`src/hdl/integer_to_english_words_macros.svh`:
```
// assertion macros for the rtl of integer_to_english_words
// no dependencies; each macro expects clk and rst_n in scope
`ifndef INTEGER_TO_ENGLISH_WORDS_MACROS_SVH
`define INTEGER_TO_ENGLISH_WORDS_MACROS_SVH

// same-cycle implication, disabled while in reset
`define I2EW_ASSERT_IMP(lbl, a, c) \
    lbl: assert property (@(posedge clk) disable iff (!rst_n) (a) |-> (c)) \
        else $error("i2ew: same-cycle check failed");

// next-cycle implication, disabled while in reset
`define I2EW_ASSERT_NXT(lbl, a, c) \
    lbl: assert property (@(posedge clk) disable iff (!rst_n) (a) |=> (c)) \
        else $error("i2ew: next-cycle check failed");

`endif

```
`src/hdl/i2ew_pkg.sv`:
```
// types, word codes and the binary to bcd step for integer_to_english_words
// no dependencies
package i2ew_pkg;

    localparam int MAG_W  = 32;
    localparam int DIGITS = 10;
    localparam int BCD_W  = 4 * DIGITS;
    localparam int CONV_W = BCD_W + MAG_W;
    localparam int BITS_PER_STEP = 4;

    localparam logic [5:0] WORD_NEGATIVE  = 6'd0;
    localparam logic [5:0] WORD_TEEN_BASE = 6'd10;
    localparam logic [5:0] WORD_TENS_BASE = 6'd18;
    localparam logic [5:0] WORD_HUNDRED   = 6'd28;
    localparam logic [5:0] WORD_THOUSAND  = 6'd29;
    localparam logic [5:0] WORD_MILLION   = 6'd30;
    localparam logic [5:0] WORD_BILLION   = 6'd31;
    localparam logic [5:0] WORD_ZERO      = 6'd32;

    typedef enum logic [1:0] {
        ST_IDLE,
        ST_CONV,
        ST_EMIT,
        ST_FLUSH
    } state_t;

    typedef enum logic [2:0] {
        PH_HDIG,
        PH_HWORD,
        PH_TENS,
        PH_ONES,
        PH_SCALE
    } phase_t;

    // four shift-and-add-3 steps of double dabble on {bcd, binary}
    function automatic logic [CONV_W-1:0] dabble_step(input logic [CONV_W-1:0] v_in);
        logic [CONV_W-1:0] v;
        v = v_in;
        for (int s = 0; s < BITS_PER_STEP; s++)
        begin
            for (int k = 0; k < DIGITS; k++)
            begin
                if (v[MAG_W + 4*k +: 4] >= 4'd5)
                begin
                    v[MAG_W + 4*k +: 4] = v[MAG_W + 4*k +: 4] + 4'd3;
                end
            end
            v = {v[CONV_W-2:0], 1'b0};
        end
        return v;
    endfunction

endpackage

```
`src/hdl/integer_to_english_words.sv`:
```
// integer_to_english_words: reads a signed 32-bit integer as english word codes
// depends on i2ew_pkg and integer_to_english_words_macros.svh
`include "integer_to_english_words_macros.svh"
//
// usage
// - input: drive value and pulse start; the word is taken on a clock edge where
//   start is high and busy is low. busy falls in the cycle that carries the last word
// - output: each word code appears on word with word_valid high for exactly one
//   cycle; last_word marks the final word of the phrase. the receiver cannot
//   stall, so every strobe must be captured when it appears
// - binary to bcd conversion runs first (4 bits a cycle through one
//   shift-and-add-3 unit), then the sequencer walks billion, million, thousand
//   and unit groups at one phase per cycle (5 phases for a nonzero billion,
//   million or thousand group, 4 for a nonzero unit group; an empty group is
//   skipped at its first phase), then a flush state for the last word
// - busy stays high through conversion, emission and flush for a nonzero number
//   and through the flush state alone for zero; a new number is taken only while
//   busy is low, so one phrase is finished before the next number is taken
// - words go out through a one-word holding register so that the final word
//   can be marked without looking ahead; so words of a phrase may have gaps
// - reset: asynchronous, active low; returns to idle and drops any phrase in
//   progress, no strobe is produced while in reset
//
module integer_to_english_words
(
    input  logic        clk,
    input  logic        rst_n,
    input  logic        start,
    output logic        busy,
    input  logic [31:0] value,
    output logic        word_valid,
    output logic [5:0]  word,
    output logic        last_word
);
    import i2ew_pkg::*;

    state_t state_reg, state_next;
    phase_t phase_reg, phase_next;
    logic [1:0] group_reg, group_next;
    logic [2:0] cnt_reg, cnt_next;
    logic [CONV_W-1:0] conv_reg, conv_next;
    logic [5:0] pend_word_reg, pend_word_next;
    logic pend_valid_reg, pend_valid_next;
    logic strobe_reg, strobe_next;
    logic [5:0] word_reg, word_next;
    logic last_reg, last_next;

    // digits of the group under the sequencer
    logic [3:0] dig_h, dig_t, dig_o;
    logic grp_nz;
    logic done_step;
    logic new_valid;
    logic [5:0] new_word;
    logic [31:0] mag;

    // magnitude as unsigned, so the most negative value needs no special case
    assign mag = value[31] ? (~value + 32'd1) : value;

    // group digit select: billion group has only a ones digit
    always_comb
    begin
        case (group_reg)
            2'd0:
            begin
                dig_h = 4'd0;
                dig_t = 4'd0;
                dig_o = conv_reg[MAG_W + 36 +: 4];
            end
            2'd1:
            begin
                dig_h = conv_reg[MAG_W + 32 +: 4];
                dig_t = conv_reg[MAG_W + 28 +: 4];
                dig_o = conv_reg[MAG_W + 24 +: 4];
            end
            2'd2:
            begin
                dig_h = conv_reg[MAG_W + 20 +: 4];
                dig_t = conv_reg[MAG_W + 16 +: 4];
                dig_o = conv_reg[MAG_W + 12 +: 4];
            end
            default:
            begin
                dig_h = conv_reg[MAG_W + 8 +: 4];
                dig_t = conv_reg[MAG_W + 4 +: 4];
                dig_o = conv_reg[MAG_W +: 4];
            end
        endcase
    end

    assign grp_nz = (dig_h != 4'd0) || (dig_t != 4'd0) || (dig_o != 4'd0);

    // final sequencer step: unit group finished or found empty
    assign done_step = (group_reg == 2'd3) &&
                       ((phase_reg == PH_ONES) || (phase_reg == PH_HDIG && !grp_nz));

    // word produced by the current phase, if any
    always_comb
    begin
        new_valid = 1'b0;
        new_word  = WORD_ZERO;
        case (phase_reg)
            PH_HDIG:
            begin
                new_valid = (dig_h != 4'd0);
                new_word  = {2'b00, dig_h};
            end
            PH_HWORD:
            begin
                new_valid = (dig_h != 4'd0);
                new_word  = WORD_HUNDRED;
            end
            PH_TENS:
            begin
                if (dig_t == 4'd1)
                begin
                    // teens read as one word
                    new_valid = 1'b1;
                    new_word  = WORD_TEEN_BASE + {2'b00, dig_o};
                end
                else if (dig_t != 4'd0)
                begin
                    new_valid = 1'b1;
                    new_word  = WORD_TENS_BASE + {2'b00, dig_t};
                end
            end
            PH_ONES:
            begin
                new_valid = (dig_t != 4'd1) && (dig_o != 4'd0);
                new_word  = {2'b00, dig_o};
            end
            PH_SCALE:
            begin
                case (group_reg)
                    2'd0:    new_word = WORD_BILLION;
                    2'd1:    new_word = WORD_MILLION;
                    default: new_word = WORD_THOUSAND;
                endcase
                new_valid = (group_reg != 2'd3);
            end
            default:
            begin
                new_valid = 1'b0;
            end
        endcase
    end

    // next state
    always_comb
    begin
        state_next = state_reg;
        case (state_reg)
            ST_IDLE:
            begin
                if (start)
                begin
                    state_next = (value == 32'd0) ? ST_FLUSH : ST_CONV;
                end
            end
            ST_CONV:
            begin
                if (cnt_reg == 3'd7)
                begin
                    state_next = ST_EMIT;
                end
            end
            ST_EMIT:
            begin
                if (done_step)
                begin
                    state_next = ST_FLUSH;
                end
            end
            ST_FLUSH:
            begin
                state_next = ST_IDLE;
            end
            default:
            begin
                state_next = ST_IDLE;
            end
        endcase
    end

    // datapath and outputs
    always_comb
    begin
        phase_next      = phase_reg;
        group_next      = group_reg;
        cnt_next        = cnt_reg;
        conv_next       = conv_reg;
        pend_word_next  = pend_word_reg;
        pend_valid_next = pend_valid_reg;
        strobe_next     = 1'b0;
        word_next       = word_reg;
        last_next       = 1'b0;
        case (state_reg)
            ST_IDLE:
            begin
                if (start)
                begin
                    conv_next  = {{BCD_W{1'b0}}, mag};
                    cnt_next   = 3'd0;
                    group_next = 2'd0;
                    phase_next = PH_HDIG;
                    if (value == 32'd0)
                    begin
                        pend_word_next  = WORD_ZERO;
                        pend_valid_next = 1'b1;
                    end
                    else
                    begin
                        // leading negative word waits in the holding register
                        pend_word_next  = WORD_NEGATIVE;
                        pend_valid_next = value[31];
                    end
                end
            end
            ST_CONV:
            begin
                conv_next = dabble_step(conv_reg);
                cnt_next  = cnt_reg + 3'd1;
            end
            ST_EMIT:
            begin
                if (new_valid)
                begin
                    strobe_next     = pend_valid_reg;
                    word_next       = pend_word_reg;
                    pend_word_next  = new_word;
                    pend_valid_next = 1'b1;
                end
                // leave a group after its scale word or the unit ones, or at once if empty
                if ((phase_reg == PH_HDIG && !grp_nz) || phase_reg == PH_SCALE ||
                    (phase_reg == PH_ONES && group_reg == 2'd3))
                begin
                    phase_next = PH_HDIG;
                    group_next = group_reg + 2'd1;
                end
                else
                begin
                    case (phase_reg)
                        PH_HDIG:  phase_next = PH_HWORD;
                        PH_HWORD: phase_next = PH_TENS;
                        PH_TENS:  phase_next = PH_ONES;
                        default:  phase_next = PH_SCALE;
                    endcase
                end
            end
            ST_FLUSH:
            begin
                strobe_next     = pend_valid_reg;
                word_next       = pend_word_reg;
                last_next       = 1'b1;
                pend_valid_next = 1'b0;
            end
            default:
            begin
                pend_valid_next = 1'b0;
            end
        endcase
    end

    // control registers
    always_ff @(posedge clk or negedge rst_n)
    begin
        if (!rst_n)
        begin
            state_reg      <= ST_IDLE;
            phase_reg      <= PH_HDIG;
            group_reg      <= 2'd0;
            cnt_reg        <= 3'd0;
            pend_valid_reg <= 1'b0;
            strobe_reg     <= 1'b0;
            last_reg       <= 1'b0;
        end
        else
        begin
            state_reg      <= state_next;
            phase_reg      <= phase_next;
            group_reg      <= group_next;
            cnt_reg        <= cnt_next;
            pend_valid_reg <= pend_valid_next;
            strobe_reg     <= strobe_next;
            last_reg       <= last_next;
        end
    end

    // payload registers
    always_ff @(posedge clk)
    begin
        conv_reg      <= conv_next;
        pend_word_reg <= pend_word_next;
        word_reg      <= word_next;
    end

    assign busy       = (state_reg != ST_IDLE);
    assign word_valid = strobe_reg;
    assign word       = word_reg;
    assign last_word  = last_reg & strobe_reg;

    // checks
    `I2EW_ASSERT_IMP(a_word_range, word_valid, word <= WORD_ZERO)
    `I2EW_ASSERT_IMP(a_last_needs_strobe, last_word, word_valid)
    `I2EW_ASSERT_NXT(a_flush_ends_phrase, state_reg == ST_FLUSH, word_valid && last_word)
    `I2EW_ASSERT_NXT(a_start_sets_busy, start && !busy, busy)
    `I2EW_ASSERT_IMP(a_more_words_busy, word_valid && !last_word, busy)

endmodule

```
`config.mk`:
```
export PLATFORM = sky130hd
export DESIGN_NAME = integer_to_english_words
export DESIGN_NICKNAME = d
export VERILOG_FILES = /design/src/hdl/i2ew_pkg.sv /design/src/hdl/integer_to_english_words.sv
export VERILOG_INCLUDE_DIRS = /design/src /design/src/hdl
export SDC_FILE = /design/constraint.sdc
export NUM_CORES = 1
export LEC_CHECK = 0
export ABC_AREA = 1
export BUFFER_PORTS_ARGS = -buffer_cell sky130_fd_sc_hd__buf_4
export CAP_MARGIN = 20
export CORE_MARGIN = 4
export CORE_UTILIZATION = 59
export CTS_CLUSTER_SIZE = 16
export DETAILED_ROUTE_END_ITERATION = 8
export PLACE_DENSITY = 0.77
export SETUP_SLACK_MARGIN = 0.2
export SLEW_MARGIN = 5
export SYNTH_ARGS = -nofsm -noshare
export SYNTH_HDL_FRONTEND = slang
export SYNTH_SLANG_ARGS = --single-unit
```
`constraint.sdc`:
```
create_clock -name clk -period 6.2 [get_ports clk]
set_clock_uncertainty 0.15 [all_clocks]
set_input_delay 0.31 -clock clk [delete_from_list [all_inputs] [get_ports clk]]
set_output_delay 0.31 -clock clk [all_outputs]
set_load 0.01 [all_outputs]
```
==> Yosys cells after proc, flatten, opt, wreduce, memory -nomap -nowiden <==
Index checks and enable logic that the tools add are counted.
{ "totals": {"regBits": 97, "input_bits": 35, "out_inout_bits": 9, "word_cells": 255} }
{ "classes": {"add_sub_neg": 45, "order_cmp": 40, "n_eq_ne": 19, "n_mux": 109, "n_bitwise": 2, "n_reduce_logical": 30} }
{ "ops": {"columns": ["op", "count"], "rows": [
  ["4-bit 2-to-1 mux", 63],
  ["4-bit by 3-bit greater-or-equal comparator with 1-bit output, second input constant", 40],
  ["4-bit by 2-bit adder with 4-bit output, second input constant", 36],
  ["72-bit case mux with 2 select lines", 1],
  ["72-bit 2-to-1 mux", 1],
  ["6-bit 2-to-1 mux", 6],
  ["4-bit case mux with 3 select lines", 3],
  ["32-bit by 1-bit adder with 32-bit output, second input constant", 1],
  ["32-bit logical NOT", 1],
  ["32-bit 2-to-1 mux", 1],
  ["32-bit inverter", 1],
  ["6-bit case mux with 5 select lines", 1],
  ["3-bit 2-to-1 mux", 9],
  ["6-bit case mux with 2 select lines", 2],
  ["3-bit by 2-bit adder with 3-bit output, second input constant", 4],
  ["2-bit 2-to-1 mux", 6],
  ["2-bit != test, second input constant", 6],
  ["3-bit case mux with 2 select lines", 2],
  ["3-bit AND reduction", 4],
  ["4-bit nonzero test", 3],
  ["3-bit case mux with 3 select lines", 1],
  ["2-bit == test, second input constant", 4],
  ["2-bit case mux with 2 select lines", 2],
  ["2-bit case mux with 4 select lines", 1],
  ["other kinds (24)", 46]
]} }

==> Depth between registers and ports, before layout <==
{ "logic_depth": {"word_depth": 12, "mapped_depth": 27, "mapped_depth_nobuf": 27} }

==> Worst setup path before layout <==
No wires, ideal clock.
{ "synth_path": {"kind": "register to register", "start": "register state_reg[0]", "end": "register conv_reg[0] (enable)", "setup_time_ps": 530, "t_arrival_ps": 4441, "required_ps": 5520, "setup_slack_ps": 1078, "path_stages_with_launch": 6, "path_buffers": 0, "period_less_slack_ps": 5122, "cell_sequence": "dfrtp_1 inv_1 ha_1 inv_1 nor2_1 a21oi_1"} }
{ "synth_between": {"elab_chain_len": 3, "elab_cells_between_ends": 5, "classes_between": "eq/ne (2); reduce/logical (3)"} }
{ "synth_rtl": {"columns": ["element", "line", "source"], "rows": [
  ["start, declared", "integer_to_english_words.sv:37", "state_t state_reg, state_next;"],
  ["start signal, assigned", "integer_to_english_words.sv:278", "state_reg <= state_next;"],
  ["2-bit by 1-bit == test with 1-bit output or 2-bit logical NOT (tied branches)", "integer_to_english_words.sv:196", "case (state_reg)"],
  ["2-bit nonzero test (no source line) or 2-bit != test (tied branches)", null, null],
  ["2-bit AND reduction (no source line) (*)", null, null],
  ["end signal, assigned", "integer_to_english_words.sv:291", "conv_reg <= conv_next;"],
  ["end, declared", "integer_to_english_words.sv:41", "logic [CONV_W-1:0] conv_reg, conv_next;"]
]} }
Mark *: on every way between the ends. The rest lies on a longest branch, timed or not.
A chain may end at the register's enable or synchronous reset.

==> Worst setup path in the final report <==
{ "layout_path": {"start": "register conv_reg[68]", "end": "register conv_reg[70], data pin"} }
{ "layout_between": {"elab_chain_len": 12, "elab_cells_between_ends": 16, "classes_between": "add/sub (4); order compare (4); mux (8)"} }
{ "layout_rtl": {"columns": ["element", "line", "source"], "rows": [
  ["4-bit by 3-bit greater-or-equal comparator with 1-bit output or 3-bit by 2-bit adder with 3-bit output (tied branches)", "i2ew_pkg.sv:43, i2ew_pkg.sv:45", null],
  ["3-bit 2-to-1 mux (*)", "i2ew_pkg.sv:43", "if (v[MAG_W + 4*k +: 4] >= 4'd5)"],
  ["3-bit 2-to-1 mux (*)", "integer_to_english_words.sv:196", null],
  ["4-bit by 3-bit greater-or-equal comparator with 1-bit output or 3-bit by 2-bit adder with 3-bit output (tied branches)", "i2ew_pkg.sv:43, i2ew_pkg.sv:45", null],
  ["3-bit 2-to-1 mux (*)", "i2ew_pkg.sv:43", null],
  ["3-bit 2-to-1 mux (*)", "integer_to_english_words.sv:196", null],
  ["4-bit by 3-bit greater-or-equal comparator with 1-bit output or 3-bit by 2-bit adder with 3-bit output (tied branches)", "i2ew_pkg.sv:43, i2ew_pkg.sv:45", null],
  ["3-bit 2-to-1 mux (*)", "i2ew_pkg.sv:43", null],
  ["3-bit 2-to-1 mux (*)", "integer_to_english_words.sv:196", null],
  ["4-bit by 3-bit greater-or-equal comparator with 1-bit output or 3-bit by 2-bit adder with 3-bit output (tied branches)", "i2ew_pkg.sv:43, i2ew_pkg.sv:45", null],
  ["3-bit 2-to-1 mux (*)", "i2ew_pkg.sv:43", null],
  ["72-bit case mux with 2 select lines (*)", "integer_to_english_words.sv:196", null]
]} }
Mark *: on every way between the ends. The rest lies on a longest branch, timed or not. The select of a mux whose other input is x is not followed.

==> summary.txt <==
GRT
  – Global-route wire length before repair: 36,200 um
  – Vias in the first global route: between 8k and 9k
  – All-Layer GR Usage: 24.2%
  – Initial antenna violation count: 0
  – Largest net degree at the start of global routing: 76
  – GRT overflow: 0

Floorplan
  – Die X: 133 um
  – Die H: 133 um
  – Core footprint: 0.0153 mm^2
  – Die ar.: roughly 0.018 mm^2
  – # rows: 45
  – I/O pin total: 44
  – Starting Density: around three fifths

STA
  – Final Hold Vio Count: 0
  – RSZ-0062 raised after global routing: false
  – Final setup TNS: 0 ns
  – Hold Slack: 0.123 ns
  – Final worst-path setup slack: about 2.4 ns
  – Period utilization: 60.7%
  – Slew HR: 31.6%
  – Fmax achieved: 0.266 GHz
  – Max Slew Vio Count: 0
  – Worst Tran Pin Value: 1.02 ns
  – Final setup viols: 0
  – Tmin final: between 3 and 4 ns

Logic synthesis
  – Synth area leader: edfxtp_1
  – Number of distinct library cells after synthesis: 48
  – Ys async rst share: 13.4%
  – Primary FF master, synth: edfxtp_1
  – EDFF count, synth: 84
  – Register bit count reported by yosys: 97
  – Largest cells by area after synthesis: edfxtp_1 (27%), nand2_1 (12%), inv_1 (8.1%)
  – Syn avg cell area: 7.03 um^2
  – Syn Nets: 1,395
  – Mapped Area: 0.00923 mm^2
  – Mapped Cells: between 1k and 1.5k
  – Post-synthesis sequential area ratio: 30.8%
  – Yosys warning count: 0
  – Post-synth top area share: a little over a quarter

Placed design
  – Buffers on Ports: 43
  – GPL Wtd Cong: 0.895
  – Detailed placement HPWL: 15,900 um
  – Placed Area: roughly 0.0098 mm^2
  – Dpl ws: 2.50 ns

Clocking
  – H-tree depth: 3
  – Post-CTS Resized: 0
  – Reg clk slew, reported paths: 0.08 ns
  – Cell at the root of the clock tree: clkbuf_16
  – Clock latency on the worst-skew pair: around 0.36 ns
  – Clk buf depth: 2
  – TritonCTS clock tree: yes
  – Post-CTS Hold Fix Bufs: 1
  – Postcts setup bufs: 0
  – TritonCTS Buffers: 9
  – Clock sink count: 97

Critical path
  – Crit Path Max Fanout: 5
  – Crit. End Element: flop
  – CP arrival: 3.72 ns
  – CP startpoint kind: flop
  – Req. time, crit path: 6.16 ns
  – Crit path kind: flop to flop
  – R2R Setup Slk: 2.44 ns

Detailed routing
  – Final ANT Viol Nets: 0
  – TritonRoute pass-1 iters: 6
  – Number of remaining DRC errors: 0
  – Starting DRT DRC Count: 584
  – WL/cell: 13.2 um
  – DR vias/cell: approximately 5.4
  – Routed vias: 8,510
  – Post-Route WL: between 20,000 and 25,000 um

Final layout
  – Layout cell share with drive strength beyond 1: roughly 18%
  – Design Area, Final: 0.0101 mm^2
  – Fill cells: 1,367
  – Area growth from synthesis to layout: 9.12%
  – Max FFs per register: slightly above 70
  – # diodes: 0
  – Final #Nets: 1,433

Worst hold path
  – Hold crit path type: input pin to flop

Status
  – Status: finished, final reports clean

Run
  – Max-cap violations: 0
cells in the mapped netlist, types with 7 or more instances:
| cell | count |
|---|---|
| nand4_1 | 32 |
| dfrtp_1 | 13 |
| ha_1 | 47 |
| inv_2 | 20 |
| clkbuf_1 | 13 |
| nand2_2 | 76 |
| nand3_1 | 105 |
| nor3_1 | 11 |
| nor2_1 | 103 |
| nand3_2 | 26 |
| o21ai_2 | 13 |
| o31ai_1 | 7 |
| nand2_1 | 296 |
| o221ai_1 | 9 |
| o21ai_1 | 9 |
| o22ai_1 | 7 |
| edfxtp_1 | 84 |
| nand2_4 | 9 |
| xnor2_1 | 8 |
| nand3b_1 | 9 |
| inv_1 | 200 |
| o21ai_0 | 71 |
| nor3_2 | 11 |
| a21oi_1 | 69 |
cells in the final DEF (no fill, tap or decap), types with 4 or more instances in the layout:
cell type    n
a21oi_1     68
a31oi_1      6
and2_1       5
buf_4       46
clkbuf_16    9
dfrtp_1     13
edfxtp_1    84
ha_1        47
inv_1      199
inv_2       21
nand2_1    296
nand2_2     76
nand2_4      9
nand3_1    105
nand3_2     26
nand3_4      5
nand3b_1     9
nand4_1     32
nor2_1     103
nor3_1      11
nor3_2      11
o21a_1       4
o21ai_0     71
o21ai_1      9
o21ai_2     13
o21bai_1     4
o221ai_1     9
o22ai_1      7
o31ai_1      7
or2_2        5
xnor2_1      8
xor2_1       5
stage by stage:
| step | std cells | util, % |
|---|---|---|
| finish | 1567 | 66.0 |
| global route | 1567 | 66.0 |
| CTS | 1567 | 66.0 |
| detailed placement | 1550 | 64.0 |
| global placement | 1550 | 64.0 |
| floorplan | 1313 | - |
final timing paths:
path / startpoint / endpoint / depth (start not counted)
max: conv_reg[68] / conv_reg[70] / 27
min reg2reg: pend_word_reg[0] / word[0] / 0
max reg2reg: conv_reg[68] / conv_reg[70] / 27
min: value[3] / conv_reg[3] / 2
min in group asynchronous: rst_n / group_reg[1] / 2
max in group asynchronous: rst_n / group_reg[0] / 2
cells by family after synthesis:
group / after synthesis / share of synthesized area [%]
DFF: 97 / 30.8
adders and majority gates: 47 / 6.37
and+or+nand+nor: 704 / 38.2
muxes: 1 / 0.108
AOI/OAI and AO/OA: 211 / 13.4
xor gates and xnor gates: 13 / 1.23
buffers and inverters: 240 / 9.85
metal layers:
layer | GRT usage (%) | up-vias | share of wire, %
met2 | 40.6 | 171 | 48
met1 | 32.4 | 3890 | 47
met5 | 0 | - | 0
li1 | - | 4424 | -
met3 | 4.45 | 25 | 4.3
met4 | 5.83 | 0 | 1.5
final cells by class:
cell class | instances | area (um^2) | share of cell area, %
Inverter | 220 | 826 | 8.20
Timing Repair Buffer | 47 | 355 | 3.53
Tap cell | 211 | 264 | 2.62
Multi-Input combinational cell | 976 | 5490 | 54.5
Sequential cell | 97 | 2850 | 28.3
Clock buffer | 10 | 239 | 2.37
Clock inverter | 6 | 56.3 | 0.559
critical path, cell delays in order, from the launching register on:
cell      delay, ns
edfxtp_1       0.44
inv_1          0.10
ha_1           0.16
inv_1          0.04
nand2_1        0.07
nand3_1        0.12
nand2_1        0.08
nand2_1        0.11
ha_1           0.21
nand3b_1       0.14
nand2_1        0.08
nand2_1        0.08
nand2_1        0.09
and2_2         0.16
ha_1           0.14
inv_1          0.04
nand4_1        0.08
nand2_1        0.08
nand2_1        0.11
nand2_1        0.06
nand2_1        0.11
ha_1           0.18
inv_1          0.06
or2_2          0.28
nand3_1        0.14
nand3_1        0.08
nand2_1        0.06
nor2_1         0.04
Power is not shown: default switching activity piles up to over one toggle a cycle in this logic, so the estimate is an artifact.
